$ cat src/hw/rtl/rrip_pkg.sv
// Shared constants and types for the RRIP region-hint replacement block.
package rrip_pkg;

  localparam int WAYS      = 16;    // power of two, 2..16 (way output is 4 bits)
  localparam int SETS      = 2048;  // power of two
  localparam int RRPV_BITS = 3;

  localparam int SET_IN_W  = 11;
  localparam int TAG_W     = 40;
  localparam int HINT_W    = 2;
  localparam int WAY_OUT_W = 4;

  localparam int WAY_W     = $clog2(WAYS);
  localparam int SET_W     = (SETS > 1) ? $clog2(SETS) : 1;
  localparam int TAG_ADR_W = SET_W + WAY_W;

  localparam logic [RRPV_BITS-1:0] RRPV_MAX  = {RRPV_BITS{1'b1}};
  localparam logic [RRPV_BITS-1:0] RRPV_MID  = RRPV_MAX - RRPV_BITS'(1);
  localparam logic [RRPV_BITS-1:0] RRPV_NEAR = RRPV_BITS'(1);
  localparam logic [RRPV_BITS-1:0] RRPV_ZERO = '0;

  localparam logic [HINT_W-1:0] HINT_NONE     = 2'd0;
  localparam logic [HINT_W-1:0] HINT_MODERATE = 2'd1;
  localparam logic [HINT_W-1:0] HINT_HIGH     = 2'd2;

  typedef logic [WAY_W-1:0]     way_t;
  typedef logic [RRPV_BITS-1:0] rrpv_t;
  typedef logic [TAG_W-1:0]     tag_t;

  typedef struct packed {
    logic [WAYS-1:0]             valid;
    logic [WAYS-1:0][RRPV_BITS-1:0] rrpv;
  } meta_t;

  typedef struct packed {
    logic en;     // a way is presented this cycle
    logic first;  // way 0: restart the scan
  } scan_ctl_t;

  typedef struct packed {
    logic  found;
    way_t  hit_way;
    rrpv_t best;
    way_t  victim;
  } scan_res_t;

endpackage

$ cat src/hw/rtl/rrip_scan.sv
// Shared tag comparator and running maximum, stepped one way per cycle.
module rrip_scan (
  input  logic              clk,
  input  logic              rst,
  input  rrip_pkg::scan_ctl_t ctl,
  input  rrip_pkg::way_t    cur_way,
  input  logic              cur_valid,
  input  rrip_pkg::tag_t    cur_tag,
  input  rrip_pkg::rrpv_t   cur_rrpv,
  input  rrip_pkg::tag_t    key,
  output rrip_pkg::scan_res_t res
);
  import rrip_pkg::*;

  logic match;

  assign match = cur_valid && (cur_tag == key);

  // Lowest matching way wins; first way holding the largest value wins.
  always_ff @(posedge clk) begin
    if (rst) begin
      res.found <= 1'b0;
    end else if (ctl.en) begin
      if (ctl.first) begin
        res.found <= match;
      end else if (match) begin
        res.found <= 1'b1;
      end
    end
    if (ctl.en) begin
      if (ctl.first) begin
        res.hit_way <= cur_way;
        res.best    <= cur_rrpv;
        res.victim  <= cur_way;
      end else begin
        if (match && !res.found) begin
          res.hit_way <= cur_way;
        end
        if (cur_rrpv > res.best) begin
          res.best   <= cur_rrpv;
          res.victim <= cur_way;
        end
      end
    end
  end

endmodule
$ cat config.mk
export PLATFORM = sky130hd
export DESIGN_NAME = rrip_scan
export DESIGN_NICKNAME = d
export VERILOG_FILES = /design/src/hw/rtl/rrip_pkg.sv /design/src/hw/rtl/rrip_scan.sv
export SDC_FILE = /design/constraint.sdc
export NUM_CORES = 1
export LEC_CHECK = 0
export ABC_CLOCK_PERIOD_IN_PS = 2300
export BUFFER_PORTS_ARGS = -buffer_cell sky130_fd_sc_hd__buf_2
export CORE_MARGIN = 2
export CORE_UTILIZATION = 33
export DETAILED_ROUTE_END_ITERATION = 8
export PLACE_DENSITY = 0.82
export SLEW_MARGIN = 40
export SYNTH_ARGS = -nofsm -noshare
export SYNTH_HDL_FRONTEND = slang
export SYNTH_SLANG_ARGS = --single-unit
$ cat constraint.sdc
create_clock -name clk -period 2.3 [get_ports clk]
set_clock_uncertainty 0.15 [all_clocks]
set_input_delay 0.23 -clock clk [delete_from_list [all_inputs] [get_ports clk]]
set_output_delay 0.23 -clock clk [all_outputs]
set_load 0.005 [all_outputs]
## After elaboration in Yosys (flattened, before gate mapping)

Cells that the tools add are included.

| storage, ports and cells | value |
|---|---|
| logic and storage cells | 20 |
| bits in registers | 12 |
| bits of input ports | 92 |

| cells by class | value |
|---|---|
| equality and inequality tests | 1 |
| reductions and logical operators | 9 |
| $lt $le $gt $ge | 1 |
| muxes and demuxes | 5 |

Operators with widths:

| kind | number |
|---|---|
| $eq 40x40->1 | 1 |
| $mux 11 | 1 |
| $mux 7 | 1 |
| $reduce_and 2->1 | 3 |
| $reduce_bool 2->1 | 3 |
| $mux 4 | 1 |
| $gt 3x3->1 | 1 |
| $logic_and 1x1->1 | 2 |
| $mux 1 | 2 |
| $logic_not 1->1 | 1 |

## Longest topological paths before layout

| logic depth | value |
|---|---|
| depth in word-level cells | 5 |
| gate-level depth with buffers | 7 |
| mapped depth without buffers | 7 |

## Worst setup path before layout

Ideal clock, no wire load.

| timing | value |
|---|---|
| path type | input port to flip-flop |
| from | input port key[24] |
| to | register res[10] (netlist name) (enable) |
| setup slack | 592 ps |
| setup time | 335 ps |
| cell stages on the path | 5 |
| buffers on the path | 0 |
| arrival time | 1,223 ps |
| path through | xor2_1 > a221o_1 > nor4b_2 > nand4_1 > o21ai_1 |

| between the ends | value |
|---|---|
| word-level cells in the longest chain between the ends | 5 |

Ends and longest elaborated chain:

| element | line | source |
|---|---|---|
| from (decl) | rrip_scan.sv:10 | `input rrip_pkg::tag_t key,` |
| $eq 40x40->1 | rrip_scan.sv:17 | `assign match = cur_valid && (cur_tag == key);` |
| $logic_and 1x1->1 | rrip_scan.sv:17 |  |
| $logic_and 1x1->1 | rrip_scan.sv:36 | `if (match && !res.found) begin` |
| $reduce_bool 2->1 (no source line) | -- |  |
| $reduce_and 2->1 (no source line) | -- |  |
| to (decl) | rrip_scan.sv:11 | `output rrip_pkg::scan_res_t res` |

No other way between the ends.
A chain may end at the register's enable or synchronous reset.

## Final worst setup path

| timing | value |
|---|---|
| from | register res[5] (netlist name) |
| to | register res[5] (netlist name) (enable) |

| between the ends | value |
|---|---|
| word-level cells in the longest chain between the ends | 3 |

Ends and longest elaborated chain:

| element | line | source |
|---|---|---|
| $gt 3x3->1 | rrip_scan.sv:39 | `if (cur_rrpv > res.best) begin` |
| $reduce_bool 2->1 (no source line) | -- |  |
| $reduce_and 2->1 (no source line) | -- |  |

No other way between the ends.

==> impl_results.md <==
* Largest registers: res: 12 flops
* Sink Count at 12
* Crit Path Category: reg2reg
* Via Count at around 1,000
* Syn nets at roughly 180
* Largest net degree at the start of global routing at 8
* Die height at ~57 µm
* Critical Path Source Type: flop
* Most frequent cells in the layout: buf_2, xnor2_1, edfxtp_1
* Diode count at 0
* Syn-to-layout area delta at 65.8%
* Via density at around 4.5
* WL/cell at roughly 10 µm
* Initial drt markers at 12
* Die W at between 50 and 60 µm
* Most common cell after layout, fill and taps aside: buf_2
* Max VDD drop at just over 0.3 mV
* Crit path max-delay family: compound AO/OA/AOI/OAI gates
* HP Class: in2reg
* Cts bufs inserted at 3
* Grt ovf at 0
* Clock Tree Root: clkbuf_4
* Status: finished, final reports clean
* Initial antenna violation count at 0
* Top cell type's share of synthesized area at between 30 and 40%
* First-pass GRT wire length at about 3700 µm
* Warnings from Yosys at 0
* Core area at about 2700 µm²
* Worst Max-Slew Pin Slew at ~0.34 ns
* Clock-pin slew on the worst setup and hold paths at about 0.070 ns
* Hold Path Sink: res[2]
* CTS Buffer Depth at 2
* Syn Area/Cell at approximately 10 µm²
* Ratio of cells with drive above 1 in the final layout at between 50% and 60%
* Final Max Slew Viols at 0
* IO buf count at approximately 100
* Leakage at slightly above 0.7 nW
* Critical path buffers and inverters at 1
* Setup bufs post-CTS at 0
* Final nets at between 200 and 300
* Max reg flops at 12
* Worst hold path startpoint: cur_way[2]
* Pre-antenna DRT Iters at 3
* Met1 Track Usage GR at approximately 15%
* IO Pins at ~100
* Initial core utilization at between 30% and 40%
* Post-route DRC at 0
* Max capacitance violation total at 0
* Crit path capture type: flop
* Worst Path Arrival at between 1.5 and 2 ns
* Final HPWL DP at ~2200 µm
* RSZ-0062 raised after global routing: no
* Headroom to the max-slew limit at between 70 and 80%
* Final Hold Viols at 0
* Area leader, netlist: edfxtp_1
* Post-synthesis cell area at 913 µm²
* Synthesis-stage register bit count at 12
* Synth Instances at 87
* Hold Path Stages at 1
* Clock Latency Late Sink at 0.26 ns
* Reg2reg setup slack at 0.53 ns
* Critical-path cell list: inv_1, ha_1, a21o_1, a21oi_1, a31oi_1, o21a_1
* Die area at approximately 3200 µm²
* Worst Setup SP: res[5]
* Worst path slowest cell: edfxtp_1
* TritonCTS clock tree: built
* Vias in the first global route at 978
* Crit path time final at roughly 1.8 ns
* R2R depth at 6
* Total Power at 0.582 mW
* Data required time at the worst endpoint at about 2.1 ns
* Distinct cell type count after synthesis at 23
* Largest reg by FF count: res
* Global routing usage on met3 at 1.84%
* Sequential share of the synthesized area at between 30% and 40%
* Total GRT Usage at 14.2%
* Setup TNS at 0 ns
* Fin crit share at approximately three quarters
* Crit-path max cell delay at ~0.34 ns
* Worst reg2reg endpoint: res[5]
* Met2 usage at just under 30%
* Final setup violation count at 0
* Antenna-violating nets left at 0
* Htree depth at 1
* GRT Max-Usage Layer: met2
* # rows at 19
* Gp weighted congestion at a little under 0.8
* Synth area leaders: edfxtp_1, xnor2_1, nand4_1
* RR Startpoint: res[5]
* CP max FO at 7
* FMAX at around 0.57 GHz
* Total wire length at 2300 µm
* Power density over cell area at 385 nW/µm²
==> kinds of logic after synthesis <==
kind of cell,after synthesis,share of synthesized area (%)
AOI/OAI and AO/OA,12,8.77
xor gates and xnor gates,35,33.6
adders and majority gates,3,4.11
buffers and inverters,9,3.70
DFF,12,38.4
and+or+nand+nor,16,11.5
==> per-layer routing <==
metal / share of wire (%) / vias up
met5: 0 / -
met4: 0.61 / 0
met3: 8.9 / 2
met2: 56 / 59
met1: 34 / 425
li1: - / 527
==> final cells by class <==
type,instances,area (µm²)
Clock buffer,4,26.3
Fill cell,258,1170
Inverter,9,33.8
Multi-Input combinational cell,66,529
Sequential cell,12,350
Tap cell,31,38.8
Timing Repair Buffer,105,536
==> repair_timing <==
| item | 4_1_cts | 5_1_grt |
|---|---|---|
| gates resized for setup | 0 | 0 |
| endpoints found under the hold margin | 3 | 0 |
| hold buffers | 2 | 0 |
==> power breakdown <==
group | total (mW) | internal, mW | leakage [nW] | switching, mW
combinational | 0.198 | 0.121 | 0.592 | 0.0774
clock | 0.126 | 0.0670 | 0.0150 | 0.0592
sequential | 0.258 | 0.254 | 0.112 | 0.00395
total | 0.582 | 0.442 | 0.719 | 0.141
==> cells in the mapped netlist <==
library cell,count
a21o_1,1
nor4_2,1
edfxtp_1,11
nand4_1,8
ha_1,3
o211ai_1,1
xor2_1,2
dfxtp_1,1
nand3_1,1
a221o_1,1
a31oi_1,1
inv_1,7
nor3_1,1
xnor2_1,33
o22ai_1,2
o21a_1,1
nor4_1,1
nand2_1,3
o21ai_1,1
a22o_1,1
a21oi_1,3
nor4b_2,1
clkinv_1,2
==> worst register-to-register path, stage by stage (launching register included) <==
cell	delay [ns]
edfxtp_1	0.34
inv_1	0.05
ha_1	0.28
a21o_1	0.11
a21oi_1	0.05
a31oi_1	0.16
o21a_1	0.31
==> worst max-delay path by stage <==
stage                          to  slack [ns]  depth (start not counted)
final                      res[5]        0.53                          6
after global routing       res[5]        0.43                          6
after CTS                  res[5]        0.50                          6
after detailed placement   res[8]        0.34                          6
after global placement     res[7]        0.38                          6
after floorplan           res[10]        0.59                          5
==> stage by stage <==
step	hold WS, ns	utilization [%]	area [µm²]	std cells	worst slack (ns)
after global routing	0.000507	56.4	1510	227	0.426
after floorplan	0.149	-	913	87	0.592
final	0.0134	56.4	1510	227	0.531
after global placement	0.235	54.6	1470	221	0.382
after detailed placement	0.249	54.6	1470	221	0.343
after CTS	0.00615	56.4	1510	227	0.504
Note: power is estimated with default switching activity, not from simulation.
